## src/hw/rtl/u8u16_pkg.sv

```systemverilog
// Shared types, constants and helpers for the UTF-8 to UTF-16 decoder.
// Used by the front decoder, the descriptor queue, the unit expander and the top level.
package u8u16_pkg;

  localparam int unsigned QUEUE_DEPTH = 4;

  localparam logic [15:0] REPL_UNIT   = 16'hFFFD;
  localparam logic [20:0] MAX_POINT   = 21'h10FFFF;
  localparam logic [20:0] SURR_FIRST  = 21'h00D800;
  localparam logic [20:0] SURR_LAST   = 21'h00DFFF;
  localparam logic [20:0] SUPP_BASE   = 21'h010000;
  localparam logic [20:0] MIN_TWO     = 21'h000080;
  localparam logic [20:0] MIN_THREE   = 21'h000800;
  localparam logic [5:0]  HIGH_PREFIX = 6'b110110;  // 0xD800 >> 10
  localparam logic [5:0]  LOW_PREFIX  = 6'b110111;  // 0xDC00 >> 10

  typedef enum logic [2:0] {
    CLS_ASCII,
    CLS_LEAD2,
    CLS_LEAD3,
    CLS_LEAD4,
    CLS_INVALID
  } byte_class_t;

  // One decoded step: replacements first, then up to two tail units.
  typedef struct packed {
    logic [2:0]  repl_cnt;
    logic [1:0]  tail_cnt;
    logic [15:0] unit_a;
    logic [15:0] unit_b;
    logic        fin;
    logic        clean;
  } desc_t;

  function automatic byte_class_t classify(input logic [7:0] b);
    byte_class_t c;
    if (b inside {[8'h00:8'h7F]}) begin
      c = CLS_ASCII;
    end else if (b inside {[8'hC0:8'hDF]}) begin
      c = CLS_LEAD2;
    end else if (b inside {[8'hE0:8'hEF]}) begin
      c = CLS_LEAD3;
    end else if (b inside {[8'hF0:8'hF7]}) begin
      c = CLS_LEAD4;
    end else begin
      c = CLS_INVALID;
    end
    return c;
  endfunction

endpackage

```

## src/hw/rtl/u8u16_front.sv

```systemverilog
// Front decoder: tracks the pending sequence and turns each byte into a descriptor.
// Depends on u8u16_pkg for the byte classes, constants and desc_t.
module u8u16_front (
  input  logic                clk,
  input  logic                rst_n,
  input  logic [7:0]          text_byte,
  input  logic                final_byte,
  input  logic                accept,
  output logic                has_units,
  output u8u16_pkg::desc_t    desc
);

  logic [1:0]  pend_r, pend_nxt;
  logic [1:0]  need_r, need_nxt;
  logic [20:0] part_r, part_nxt;
  logic        clean_r, clean_nxt;

  u8u16_pkg::byte_class_t cls;
  logic [20:0] cp;
  logic [20:0] supp;
  logic [20:0] lowest;
  logic [2:0]  taken;
  logic [2:0]  repl;
  logic [1:0]  tail;
  logic [15:0] unit_a;
  logic [15:0] unit_b;
  logic        fresh;
  logic        bad;
  logic        step_clean;

  always_comb begin
    cls    = u8u16_pkg::classify(text_byte);
    cp     = {part_r[14:0], text_byte[5:0]};
    supp   = cp - u8u16_pkg::SUPP_BASE;
    taken  = {1'b0, pend_r} + 3'd1;
    case (need_r)
      2'd1:    lowest = u8u16_pkg::MIN_TWO;
      2'd2:    lowest = u8u16_pkg::MIN_THREE;
      default: lowest = u8u16_pkg::SUPP_BASE;
    endcase
    bad = (cp < lowest) || (cp > u8u16_pkg::MAX_POINT) ||
          ((cp >= u8u16_pkg::SURR_FIRST) && (cp <= u8u16_pkg::SURR_LAST));

    fresh    = 1'b1;
    repl     = '0;
    tail     = '0;
    unit_a   = '0;
    unit_b   = '0;
    pend_nxt = pend_r;
    need_nxt = need_r;
    part_nxt = part_r;

    if (pend_r != 2'd0) begin
      if (text_byte[7:6] == 2'b10) begin
        fresh = 1'b0;
        if (pend_r >= need_r) begin
          if (bad) begin
            repl = taken;
          end else if (cp < u8u16_pkg::SUPP_BASE) begin
            tail   = 2'd1;
            unit_a = cp[15:0];
          end else begin
            tail   = 2'd2;
            unit_a = {u8u16_pkg::HIGH_PREFIX, supp[19:10]};
            unit_b = {u8u16_pkg::LOW_PREFIX, supp[9:0]};
          end
          pend_nxt = '0;
          need_nxt = '0;
          part_nxt = '0;
        end else if (final_byte) begin
          repl     = taken;
          pend_nxt = '0;
          need_nxt = '0;
          part_nxt = '0;
        end else begin
          pend_nxt = taken[1:0];
          part_nxt = cp;
        end
      end else begin
        // broken sequence: replace every pending byte, then decode this one
        repl     = {1'b0, pend_r};
        pend_nxt = '0;
        need_nxt = '0;
        part_nxt = '0;
      end
    end

    if (fresh) begin
      case (cls)
        u8u16_pkg::CLS_ASCII: begin
          tail   = 2'd1;
          unit_a = {8'h00, text_byte};
        end
        u8u16_pkg::CLS_LEAD2, u8u16_pkg::CLS_LEAD3, u8u16_pkg::CLS_LEAD4: begin
          if (final_byte) begin
            repl = repl + 3'd1;
          end else begin
            pend_nxt = 2'd1;
            case (cls)
              u8u16_pkg::CLS_LEAD2: begin
                need_nxt = 2'd1;
                part_nxt = {16'h0000, text_byte[4:0]};
              end
              u8u16_pkg::CLS_LEAD3: begin
                need_nxt = 2'd2;
                part_nxt = {17'h00000, text_byte[3:0]};
              end
              default: begin
                need_nxt = 2'd3;
                part_nxt = {18'h00000, text_byte[2:0]};
              end
            endcase
          end
        end
        default: begin
          repl = repl + 3'd1;
        end
      endcase
    end

    step_clean = clean_r & (repl == 3'd0);
    if (final_byte) begin
      pend_nxt  = '0;
      need_nxt  = '0;
      part_nxt  = '0;
      clean_nxt = 1'b1;
    end else begin
      clean_nxt = step_clean;
    end

    desc.repl_cnt = repl;
    desc.tail_cnt = tail;
    desc.unit_a   = unit_a;
    desc.unit_b   = unit_b;
    desc.fin      = final_byte;
    desc.clean    = step_clean;
    has_units     = (repl != 3'd0) || (tail != 2'd0);
  end

  always_ff @(posedge clk) begin
    if (!rst_n) begin
      pend_r  <= '0;
      need_r  <= '0;
      part_r  <= '0;
      clean_r <= 1'b1;
    end else if (accept) begin
      pend_r  <= pend_nxt;
      need_r  <= need_nxt;
      part_r  <= part_nxt;
      clean_r <= clean_nxt;
    end
  end

endmodule

```

## src/hw/rtl/u8u16_fifo.sv

```systemverilog
// Short descriptor queue between the front decoder and the unit expander.
// Depends on u8u16_pkg for desc_t; depth comes from the top level.
module u8u16_fifo #(
  parameter int unsigned DEPTH = u8u16_pkg::QUEUE_DEPTH
) (
  input  logic              clk,
  input  logic              rst_n,
  input  logic              wr_en,
  input  u8u16_pkg::desc_t  wr_data,
  output logic              full,
  input  logic              rd_en,
  output u8u16_pkg::desc_t  rd_data,
  output logic              empty
);

  localparam int unsigned PW = $clog2(DEPTH);
  localparam int unsigned CW = $clog2(DEPTH + 1);

  u8u16_pkg::desc_t mem [DEPTH];

  logic [PW-1:0] wr_ptr_r, wr_ptr_nxt;
  logic [PW-1:0] rd_ptr_r, rd_ptr_nxt;
  logic [CW-1:0] cnt_r, cnt_nxt;
  logic          do_wr;
  logic          do_rd;

  always_comb begin
    full    = (cnt_r == CW'(DEPTH));
    empty   = (cnt_r == '0);
    do_wr   = wr_en && !full;
    do_rd   = rd_en && !empty;
    rd_data = mem[rd_ptr_r];

    wr_ptr_nxt = wr_ptr_r;
    rd_ptr_nxt = rd_ptr_r;
    if (do_wr) begin
      wr_ptr_nxt = (wr_ptr_r == PW'(DEPTH - 1)) ? '0 : wr_ptr_r + PW'(1);
    end
    if (do_rd) begin
      rd_ptr_nxt = (rd_ptr_r == PW'(DEPTH - 1)) ? '0 : rd_ptr_r + PW'(1);
    end
    cnt_nxt = cnt_r;
    if (do_wr && !do_rd) begin
      cnt_nxt = cnt_r + CW'(1);
    end else if (do_rd && !do_wr) begin
      cnt_nxt = cnt_r - CW'(1);
    end
  end

  always_ff @(posedge clk) begin
    if (do_wr) begin
      mem[wr_ptr_r] <= wr_data;
    end
  end

  always_ff @(posedge clk) begin
    if (!rst_n) begin
      wr_ptr_r <= '0;
      rd_ptr_r <= '0;
      cnt_r    <= '0;
    end else begin
      wr_ptr_r <= wr_ptr_nxt;
      rd_ptr_r <= rd_ptr_nxt;
      cnt_r    <= cnt_nxt;
    end
  end

endmodule

```

## src/hw/rtl/u8u16_back.sv

```systemverilog
// Unit expander: unless out_stall holds, walks one descriptor a unit per cycle
// into the output register; needs u8u16_pkg for desc_t and the replacement unit.
module u8u16_back (
  input  logic              clk,
  input  logic              rst_n,
  input  u8u16_pkg::desc_t  desc,
  input  logic              desc_valid,
  output logic              desc_pop,
  output logic              out_valid,
  input  logic              out_stall,
  output logic [15:0]       out_code_unit,
  output logic              out_last_unit,
  output logic              out_text_clean
);

  logic [1:0]  idx_r, idx_nxt;
  logic        valid_r, valid_nxt;
  logic [15:0] unit_r, unit_nxt;
  logic        last_r, last_nxt;
  logic        clean_r, clean_nxt;

  logic [2:0]  total;
  logic [2:0]  pos;
  logic        load;
  logic        at_end;

  always_comb begin
    total  = desc.repl_cnt + {1'b0, desc.tail_cnt};
    pos    = {1'b0, idx_r};
    load   = desc_valid && (!valid_r || !out_stall);
    at_end = (pos == total - 3'd1);

    if (pos < desc.repl_cnt) begin
      unit_nxt = u8u16_pkg::REPL_UNIT;
    end else if (pos == desc.repl_cnt) begin
      unit_nxt = desc.unit_a;
    end else begin
      unit_nxt = desc.unit_b;
    end
    last_nxt  = desc.fin && at_end;
    clean_nxt = desc.fin && at_end && desc.clean;

    desc_pop  = load && at_end;
    idx_nxt   = idx_r;
    valid_nxt = valid_r;
    if (load) begin
      idx_nxt   = at_end ? '0 : idx_r + 2'd1;
      valid_nxt = 1'b1;
    end else if (!out_stall) begin
      valid_nxt = 1'b0;
    end
  end

  always_ff @(posedge clk) begin
    if (!rst_n) begin
      idx_r   <= '0;
      valid_r <= 1'b0;
    end else begin
      idx_r   <= idx_nxt;
      valid_r <= valid_nxt;
    end
  end

  always_ff @(posedge clk) begin
    if (load) begin
      unit_r  <= unit_nxt;
      last_r  <= last_nxt;
      clean_r <= clean_nxt;
    end
  end

  assign out_valid      = valid_r;
  assign out_code_unit  = unit_r;
  assign out_last_unit  = last_r;
  assign out_text_clean = clean_r;

endmodule

```

## src/hw/rtl/utf8_to_utf16_decoder.sv

```systemverilog
// Top level of the UTF-8 to UTF-16 stream decoder.
// Depends on u8u16_pkg, u8u16_front, u8u16_fifo and u8u16_back.
//
//   channel | direction | transaction                         | handshake
//   --------+-----------+-------------------------------------+--------------------
//   in_     | input     | one text byte plus end-of-text flag | in_valid / in_stall
//   out_    | output    | one UTF-16 unit, last flag, clean   | out_valid / out_stall
//
// Cycles: a byte is taken in every cycle while the descriptor queue has room
//   (in_stall is simply "queue full"); the byte is decoded in that same cycle.
// Each byte yields zero to four units; the expander hands out one unit per cycle
//   while out_stall is low, so the output port sets the long-run rate; a byte's
//   first unit passes through the descriptor queue and then the output register.
// Reset (rst_n low, synchronous) empties the queue, drops any pending sequence and
//   marks the text clean; no clearing pass is needed.
// A stall on out_ holds the output register; the queue absorbs bursts from
//   multi-unit bytes before it back-pressures in_.
module utf8_to_utf16_decoder #(
  parameter int unsigned QUEUE_DEPTH = u8u16_pkg::QUEUE_DEPTH
) (
  input  logic        clk,
  input  logic        rst_n,
  input  logic        in_valid,
  output logic        in_stall,
  input  logic [7:0]  in_text_byte,
  input  logic        in_final_byte,
  output logic        out_valid,
  input  logic        out_stall,
  output logic [15:0] out_code_unit,
  output logic        out_last_unit,
  output logic        out_text_clean
);

  u8u16_pkg::desc_t front_desc;
  u8u16_pkg::desc_t head_desc;
  logic             front_has_units;
  logic             in_accept;
  logic             q_full;
  logic             q_empty;
  logic             q_pop;

  // Take a transaction whenever the queue can hold its descriptor.
  assign in_stall  = q_full;
  assign in_accept = in_valid && !q_full;

  u8u16_front u_front (
    .clk        (clk),
    .rst_n      (rst_n),
    .text_byte  (in_text_byte),
    .final_byte (in_final_byte),
    .accept     (in_accept),
    .has_units  (front_has_units),
    .desc       (front_desc)
  );

  // Drop descriptors that carry no units (a lead or middle byte being gathered).
  u8u16_fifo #(
    .DEPTH (QUEUE_DEPTH)
  ) u_fifo (
    .clk     (clk),
    .rst_n   (rst_n),
    .wr_en   (in_accept && front_has_units),
    .wr_data (front_desc),
    .full    (q_full),
    .rd_en   (q_pop),
    .rd_data (head_desc),
    .empty   (q_empty)
  );

  u8u16_back u_back (
    .clk            (clk),
    .rst_n          (rst_n),
    .desc           (head_desc),
    .desc_valid     (!q_empty),
    .desc_pop       (q_pop),
    .out_valid      (out_valid),
    .out_stall      (out_stall),
    .out_code_unit  (out_code_unit),
    .out_last_unit  (out_last_unit),
    .out_text_clean (out_text_clean)
  );

endmodule
```

## config.mk

```make
export PLATFORM = sky130hd
export DESIGN_NAME = utf8_to_utf16_decoder
export DESIGN_NICKNAME = d
export VERILOG_FILES = /design/src/hw/rtl/u8u16_pkg.sv /design/src/hw/rtl/u8u16_front.sv /design/src/hw/rtl/u8u16_fifo.sv /design/src/hw/rtl/u8u16_back.sv /design/src/hw/rtl/utf8_to_utf16_decoder.sv
export SDC_FILE = /design/constraint.sdc
export NUM_CORES = 1
export LEC_CHECK = 0
export BUFFER_PORTS_ARGS = -buffer_cell sky130_fd_sc_hd__buf_4
export CAP_MARGIN = 20
export CORE_ASPECT_RATIO = 1.2
export CORE_MARGIN = 5
export CORE_UTILIZATION = 54
export DETAILED_ROUTE_END_ITERATION = 8
export GPL_TIMING_DRIVEN = 0
export HOLD_SLACK_MARGIN = 0.1
export PLACE_DENSITY = 0.71
export SETUP_SLACK_MARGIN = 0.05
export SYNTH_ARGS = -nofsm -noshare
export SYNTH_HDL_FRONTEND = slang
export SYNTH_SLANG_ARGS = --single-unit
```

## constraint.sdc

```tcl
create_clock -name clk -period 6.1 [get_ports clk]
set_input_delay 1.22 -clock clk [delete_from_list [all_inputs] [get_ports clk]]
set_output_delay 1.22 -clock clk [all_outputs]
set_load 0.01 [all_outputs]
```

Yosys cells after proc, flatten, opt, wreduce, memory -nomap -nowiden --
Memory sizes are Yosys's and may differ from the RTL's. A register that Yosys moved wholly into a read port is not among the register bits. Cells that the tools add are included.
Word-level totals: register bits after elaboration 54, bits in latches 0, RAM bits 156, bits in read-only memories 0, input port bits 13, output and inout port bits 20, logic and storage cells 151, memories 1
Operators by class: add/subtract/negate cells 10, multipliers 0, div/mod/pow operators 0, magnitude comparators 15, equality and inequality tests 12, shifts and indexed selects 0, multiplexer cells 67, bitwise logic cells 1, reduce and logical (&&, ||, !) cells 33
Memories:
- u_fifo.mem | depth 4, width 39, rd ports 1, clocked after memory_dff 1, wr ports 1, RTL line u8u16_fifo.sv:19 | u8u16_pkg::desc_t mem [DEPTH];
Operator list (count):
- 16-bit 2-to-1 mux | 13
- 21-bit 2-to-1 mux | 6
- 2-bit 2-to-1 mux | 24
- 3-bit 2-to-1 mux | 13
- 17-bit case mux with 2 select lines | 1
- 8-bit greater-or-equal comparator (second input constant) | 3
- 8-bit less-or-equal comparator (second input constant) | 3
- 21-bit by 16-bit greater-or-equal comparator with 1-bit output (second input constant) | 1
- 21-bit > comparator (second input constant) | 1
- 21-bit by 16-bit less-or-equal comparator with 1-bit output (second input constant) | 1
- 21-bit by 17-bit less-than comparator with 1-bit output | 1
- 21-bit by 17-bit less-than comparator with 1-bit output (second input constant) | 1
- 20-bit by 17-bit subtractor with 20-bit output (second input constant) | 1
- 1-bit logical AND | 15
- 5-bit case mux with 2 select lines | 1
- 3-bit zero test | 3
- 2-bit == test (second input constant) | 4
- 8-bit by 1-bit greater-or-equal comparator with 1-bit output (second input constant) | 1
- 8-bit by 7-bit less-or-equal comparator with 1-bit output (second input constant) | 1
- 1-bit 2-to-1 mux | 7
- 2-bit by 1-bit adder with 2-bit output (second input constant) | 3
- 3-bit by 1-bit adder with 3-bit output (second input constant) | 2
- 2-bit by 3-bit == test with 1-bit output | 2
- 3-bit by 2-bit == test with 1-bit output (second input constant) | 2
- other kinds (17) | 28

Depth between registers and ports, before layout --
depth in word-level cells 21, gate-level depth with buffers 22, mapped depth without buffers 22

Cells and area by module --
Synthesis repeated with hierarchy kept, for this count alone.
Unflattened totals: cells, all modules 595, area total of the unflattened synthesis 9027.4 sq um
By module, submodules not included:
- u8u16_fifo | times used 1, cells each 254, area each 6093.3 sq um, seq. area each 4864.7 sq um
- u8u16_front | times used 1, cells each 229, area each 1828.0 sq um, seq. area each 400.4 sq um
- u8u16_back | times used 1, cells each 109, area each 1087.3 sq um, seq. area each 600.6 sq um
- utf8_to_utf16_decoder | times used 1, cells each 3, area each 18.8 sq um, seq. area each 0.0 sq um

Worst setup path before layout --
OpenSTA, ideal clock, no wires.
path type input to register, start input in_text_byte[4], end register u_fifo.cnt_r[2], setup time 0.076 ns, arrival 4.546 ns, required time 6.024 ns, path slack 1.479 ns, stages 19, path buffers 0, path through nand3_1 > nor4_4 > nand3_1 > a32oi_1 > a211oi_1 > mux2_2 > ha_1 > nor2_1 > nand3_1 > nor2_1 > a21oi_1 > a21oi_1 > a31oi_4 > ha_1 > inv_1 > fa_1 > xor2_1 > or3_1 > a21boi_0
On the way: longest elaborated chain between the ends 18, elaborated cells on any way between the ends 54, classes of those cells add/sub (1); order compare (13); eq/ne (3); mux (19); reduce/logical (18)
Ends and longest elaborated chain:
- start: declaration | RTL line utf8_to_utf16_decoder.sv:25 | input logic [7:0] in_text_byte,
- 21-bit by 17-bit less-than comparator with 1-bit output (tied with other cells) | RTL line u8u16_front.sv:41 | bad = (cp < lowest) || (cp > u8u16_pkg::MAX_POINT) ||
- 1-bit logical OR or 1-bit logical AND (tied branches) | RTL line u8u16_front.sv:41, u8u16_front.sv:42
- 1-bit logical OR | RTL line u8u16_front.sv:41
- 3-bit 2-to-1 mux | RTL line u8u16_front.sv:57 | if (bad) begin
- 3-bit 2-to-1 mux | RTL line u8u16_front.sv:56 | if (pend_r >= need_r) begin
- 3-bit 2-to-1 mux | RTL line u8u16_front.sv:54 | if (text_byte[7:6] == 2'b10) begin
- 3-bit 2-to-1 mux | RTL line u8u16_front.sv:53 | if (pend_r != 2'd0) begin
- 3-bit by 1-bit adder with 3-bit output | RTL line u8u16_front.sv:96, u8u16_front.sv:116
- [... 3 more ...]
- 3-bit nonzero test | RTL line u8u16_front.sv:137 | has_units = (repl != 3'd0) || (tail != 2'd0);
- 1-bit logical OR * | RTL line u8u16_front.sv:137
- 1-bit logical AND * | RTL line utf8_to_utf16_decoder.sv:62 | .wr_en (in_accept && front_has_units),
- 1-bit logical AND * | RTL line u8u16_fifo.sv:30 | do_wr = wr_en && !full;
- named net u_fifo.do_wr | RTL line u8u16_fifo.sv:24 | logic do_wr;
- 1-bit zero test | RTL line u8u16_fifo.sv:45 | end else if (do_rd && !do_wr) begin
- 1-bit logical AND | RTL line u8u16_fifo.sv:45
- 2-bit nonzero test (no source line)
- end signal: assignment | RTL line u8u16_fifo.sv:64 | cnt_r <= cnt_nxt;
- end: declaration | RTL line u8u16_fifo.sv:23 | logic [CW-1:0] cnt_r, cnt_nxt;
Mark *: on every way through the listed nets, which the timed path passes. The rest lies on a longest branch. A chain may end at the register's enable or synchronous reset.

Worst setup path after layout --
start input in_text_byte[5], end register u_fifo.cnt_r[2]
The elaborated chain is that of the path after synthesis.

==> results.md <==
- Crit end category: flop
- Critical path required time: 6.46 ns
- IO Port Bufs: 31
- Area occupied by multi-input gates: 2610 um2
- FF/Latch Area: 5270 um2
- FF-to-FF setup slack: between 1 and 1.5 ns
- Largest family of logic cells by synthesized area: simple AND/OR/NAND/NOR gates
- Reg power frac: 0.443
- Slowest CP cell: nor4_4
- Worst hold path startpoint: u_back.out_valid
- IO Pins: 33
- Most frequent CP cell: nand3_1
- Vias: between 4000 and 5000
- Post-route clock period utilization: 0.795
- Hold Path End: u_back.out_valid
- Yosys Warn Count: 0
- Remaining global-route overflow: 0
- Comb pwr share: 0.238
- Relative slew margins: 0.395
- Peak per-stage delay on the critical path: 0.39 ns
- Critical path, cell by cell: buf_4 -> nand3_1 -> nor4_4 -> nand3_1 -> a32oi_1 -> a211oi_1 -> mux2_2 -> ha_1 -> nor2_1 -> nand3_1 -> nor2_1 -> a21oi_1 -> a21oi_1 -> a31oi_4 -> ha_1 -> inv_1 -> fa_1 -> xor2_1 -> or3_1 -> a21boi_0
- Compound-Gate Fraction of Synth Area: 0.0588
- DP Wirelength: 11000 um
- Hold Buf Count CTS: 0
- Proportion of synthesized area in mux cells: 0.108
- Clock Latency Late Sink: around 0.43 ns
- Final Hold Viols: 0
- Post-Route WL: between 15000 and 20000 um
- Total negative slack: 0 ns
- RSZ-0062 raised after global routing: false
- Final ANT Viol Nets: 0
- # clock sinks: 186
- Commonest cells post-synth: edfxtp_1, nand2_1, mux4_2
- Worst-margin pin slew: 0.907 ns
- Lkg Pwr: 3.19 nW
- H-tree levels: 4
- Fin. max-slew vios: 0
- Clock Tree Buf Depth: 2
- Peak supply drop: about 0.23 mV
- Status: completed
- Clock Power Share: 0.319
- Syn_nets: 581
- Largest net degree at the start of global routing: 27
- Design area: 9260 um2
- Synth top area share: 0.575
- Core ar.: around 15000 um2
- Synth Area in Adders: 0.0367
- Startpoint Class: input pin
- Fraction of registers with async set or reset after synthesis: 0
- CP Data Arrival Time: roughly 5.2 ns
- Cell Pwr Density: roughly 390 nW/um2
- Max-Cap Viols: 0
- Die width: 121 um
- Number of filler cells placed in the layout: 1139
- Synth-to-Final Area Change: 15.1%
- Clock Skew: 0.00789 ns
- Final Power: about 3.6 mW
- CTS Root Buffer Type: clkbuf_16
- Post-synthesis xor/xnor area fraction: 0.00871
- Initial DRC count: 375
- Vias in the first global route: 4672
- Starting density of the core: 0.543
- CP max FO: 7
- Simple-Gate Fraction of Synth Area: 0.111
- Detailed Routing Iterations Pass 1: 4
- Net Sw Power: 0.983 mW
- Worst setup path category: input pin to flop
- Mapped Cells: 545
- Critical R2R Capture: u_fifo.cnt_r[2]
- Most frequent cell after synthesis: edfxtp_1
- R2r worst-path depth: 18
- Layout cells sized above 1: 0.192
- Internal: 2.62 mW
- Max Fclk: approximately 200 MHz
- Post-synth EDFFs: ~150
- Clock transition at the registers of the reported paths: 0.07 ns
- Worst hold path depth: 2
- Post-route core utilization: 0.624
- NumNets Final: approximately 640
- Sw Share: 0.273
- Minimum clock period: a little under 5 ns
- Yosys reg bits: 186
- Routability cong.: roughly 0.9
- Min-Delay Path Class: flop to flop
- Die area: 17500 um2
- Initial antenna violation count: 0
- Top post-synthesis cells by area: edfxtp_1, mux4_2, dfxtp_1
- Area after DPL: 8640 um2
- CTS tree: yes
- Setup Buffers After CTS: 0
- Mapped Area: 8050 um2
- Die height: between 100 and 150 um
- Post_cts resized: 0
- Post-synthesis sequential area ratio: 0.654
- Per-cell routed wire length: 19.2 um
- Ys flop type: edfxtp_1
- Via density: 5.63
- First-pass GRT wire length: 24800 um
- Total CTS buffers: 17
- Drc violations: 0
- Top cell type by total area after synthesis: edfxtp_1
- Setup violators final: 0
- Overall routing resource usage: 0.192
- Netlist cell types: 52
- # diodes: 0
- Average cell area after synthesis: between 10 and 15 um2
- Row count: 49
[layer usage]
layer	routed length, um	GRT usage
met5	0	0
met4	222	0.0737
met3	687	0.0339
met2	8220	0.338
met1	6580	0.236
[cells in the final DEF (no fill, tap or decap), drive strengths merged, types with 10 or more instances in the layout]
cell type	synthesis	layout
o21ai	11	11
ha	22	22
mux4	34	34
nor2	33	33
nor3	10	10
nand3	15	15
nand2	44	44
nor2b	23	23
clkbuf	18	36
dfxtp	32	32
a22oi	14	14
buf	5	41
edfxtp	154	154
inv	23	26
a21oi	12	12
and3	13	13
[worst max-delay path, delay by kind of cell]
family	cells	cell delay, ns
AO/OA/AOI/OAI	6	1.22
buffers and inverters	2	0.20
XOR/XNOR	1	0.17
multiplexers	1	0.32
adder cells (fa/ha/maj)	3	0.91
AND/OR/NAND/NOR	7	1.16
[sequential cells by signal, indices dropped and copies added, names as in the netlist, 2 cells and up, named ones only]
name	flops
u_back.idx_r	2
u_back.out_code_unit	16
u_front.pend_r	2
u_fifo.mem	136
u_front.part_r	15
u_front.need_r	2
u_fifo.rd_ptr_r	2
u_fifo.cnt_r	3
u_fifo.wr_ptr_r	2
[stage by stage]
stage	cells	setup WS [ns]	hold WS [ns]
after floorplan	545	1.48	0.461
after global placement	780	0.349	0.471
after detailed placement	785	0.842	0.493
after CTS	817	1.28	0.501
after global routing	817	0.992	0.530
final	817	1.25	0.497
[cell type report]
| cell class | instances | share of cell area |
|---|---|---|
| clock inverters | 14 | 0.0209 |
| well taps | 204 | 0.0276 |
| flip-flops and latches | 186 | 0.568 |
| plain buffers | 23 | 0.0101 |
| repair buffers | 36 | 0.0354 |
| inverters | 23 | 0.00932 |
| multi-input cells | 313 | 0.282 |
| clock buffers | 18 | 0.0463 |
[power groups by stage]
stage               Sequential (mW)  Combinational, mW  Clock [mW]
finish                         1.60              0.858        1.15
global route                   1.61              0.940        1.22
CTS                            1.60              0.878        1.16
detailed placement             1.62              0.873           0
global placement               1.63              0.816           0
floorplan                      1.65              0.552           0
[worst max path at each step]
stage	from	end	slack (ns)	cells past startpoint
final	in_text_byte[5]	u_fifo.cnt_r[2]	1.25	20
after global routing	in_text_byte[4]	u_fifo.cnt_r[2]	0.99	20
after CTS	in_text_byte[4]	u_fifo.cnt_r[2]	1.28	20
after detailed placement	in_text_byte[4]	u_fifo.cnt_r[2]	0.84	20
after global placement	in_text_byte[5]	u_fifo.mem[0][26]	0.35	15
after floorplan	in_text_byte[4]	u_fifo.cnt_r[2]	1.48	19
[cell families (layout without fill, tap and decap cells)]
kind of cell	Yosys count	count (layout)
compound gates	65	65
mux	44	44
flops	186	186
fa+ha+maj	23	23
buf+inv	46	114
xor+xnor	8	8
simple gates	173	173
No activity file was read; power rests on OpenSTA's default activity.
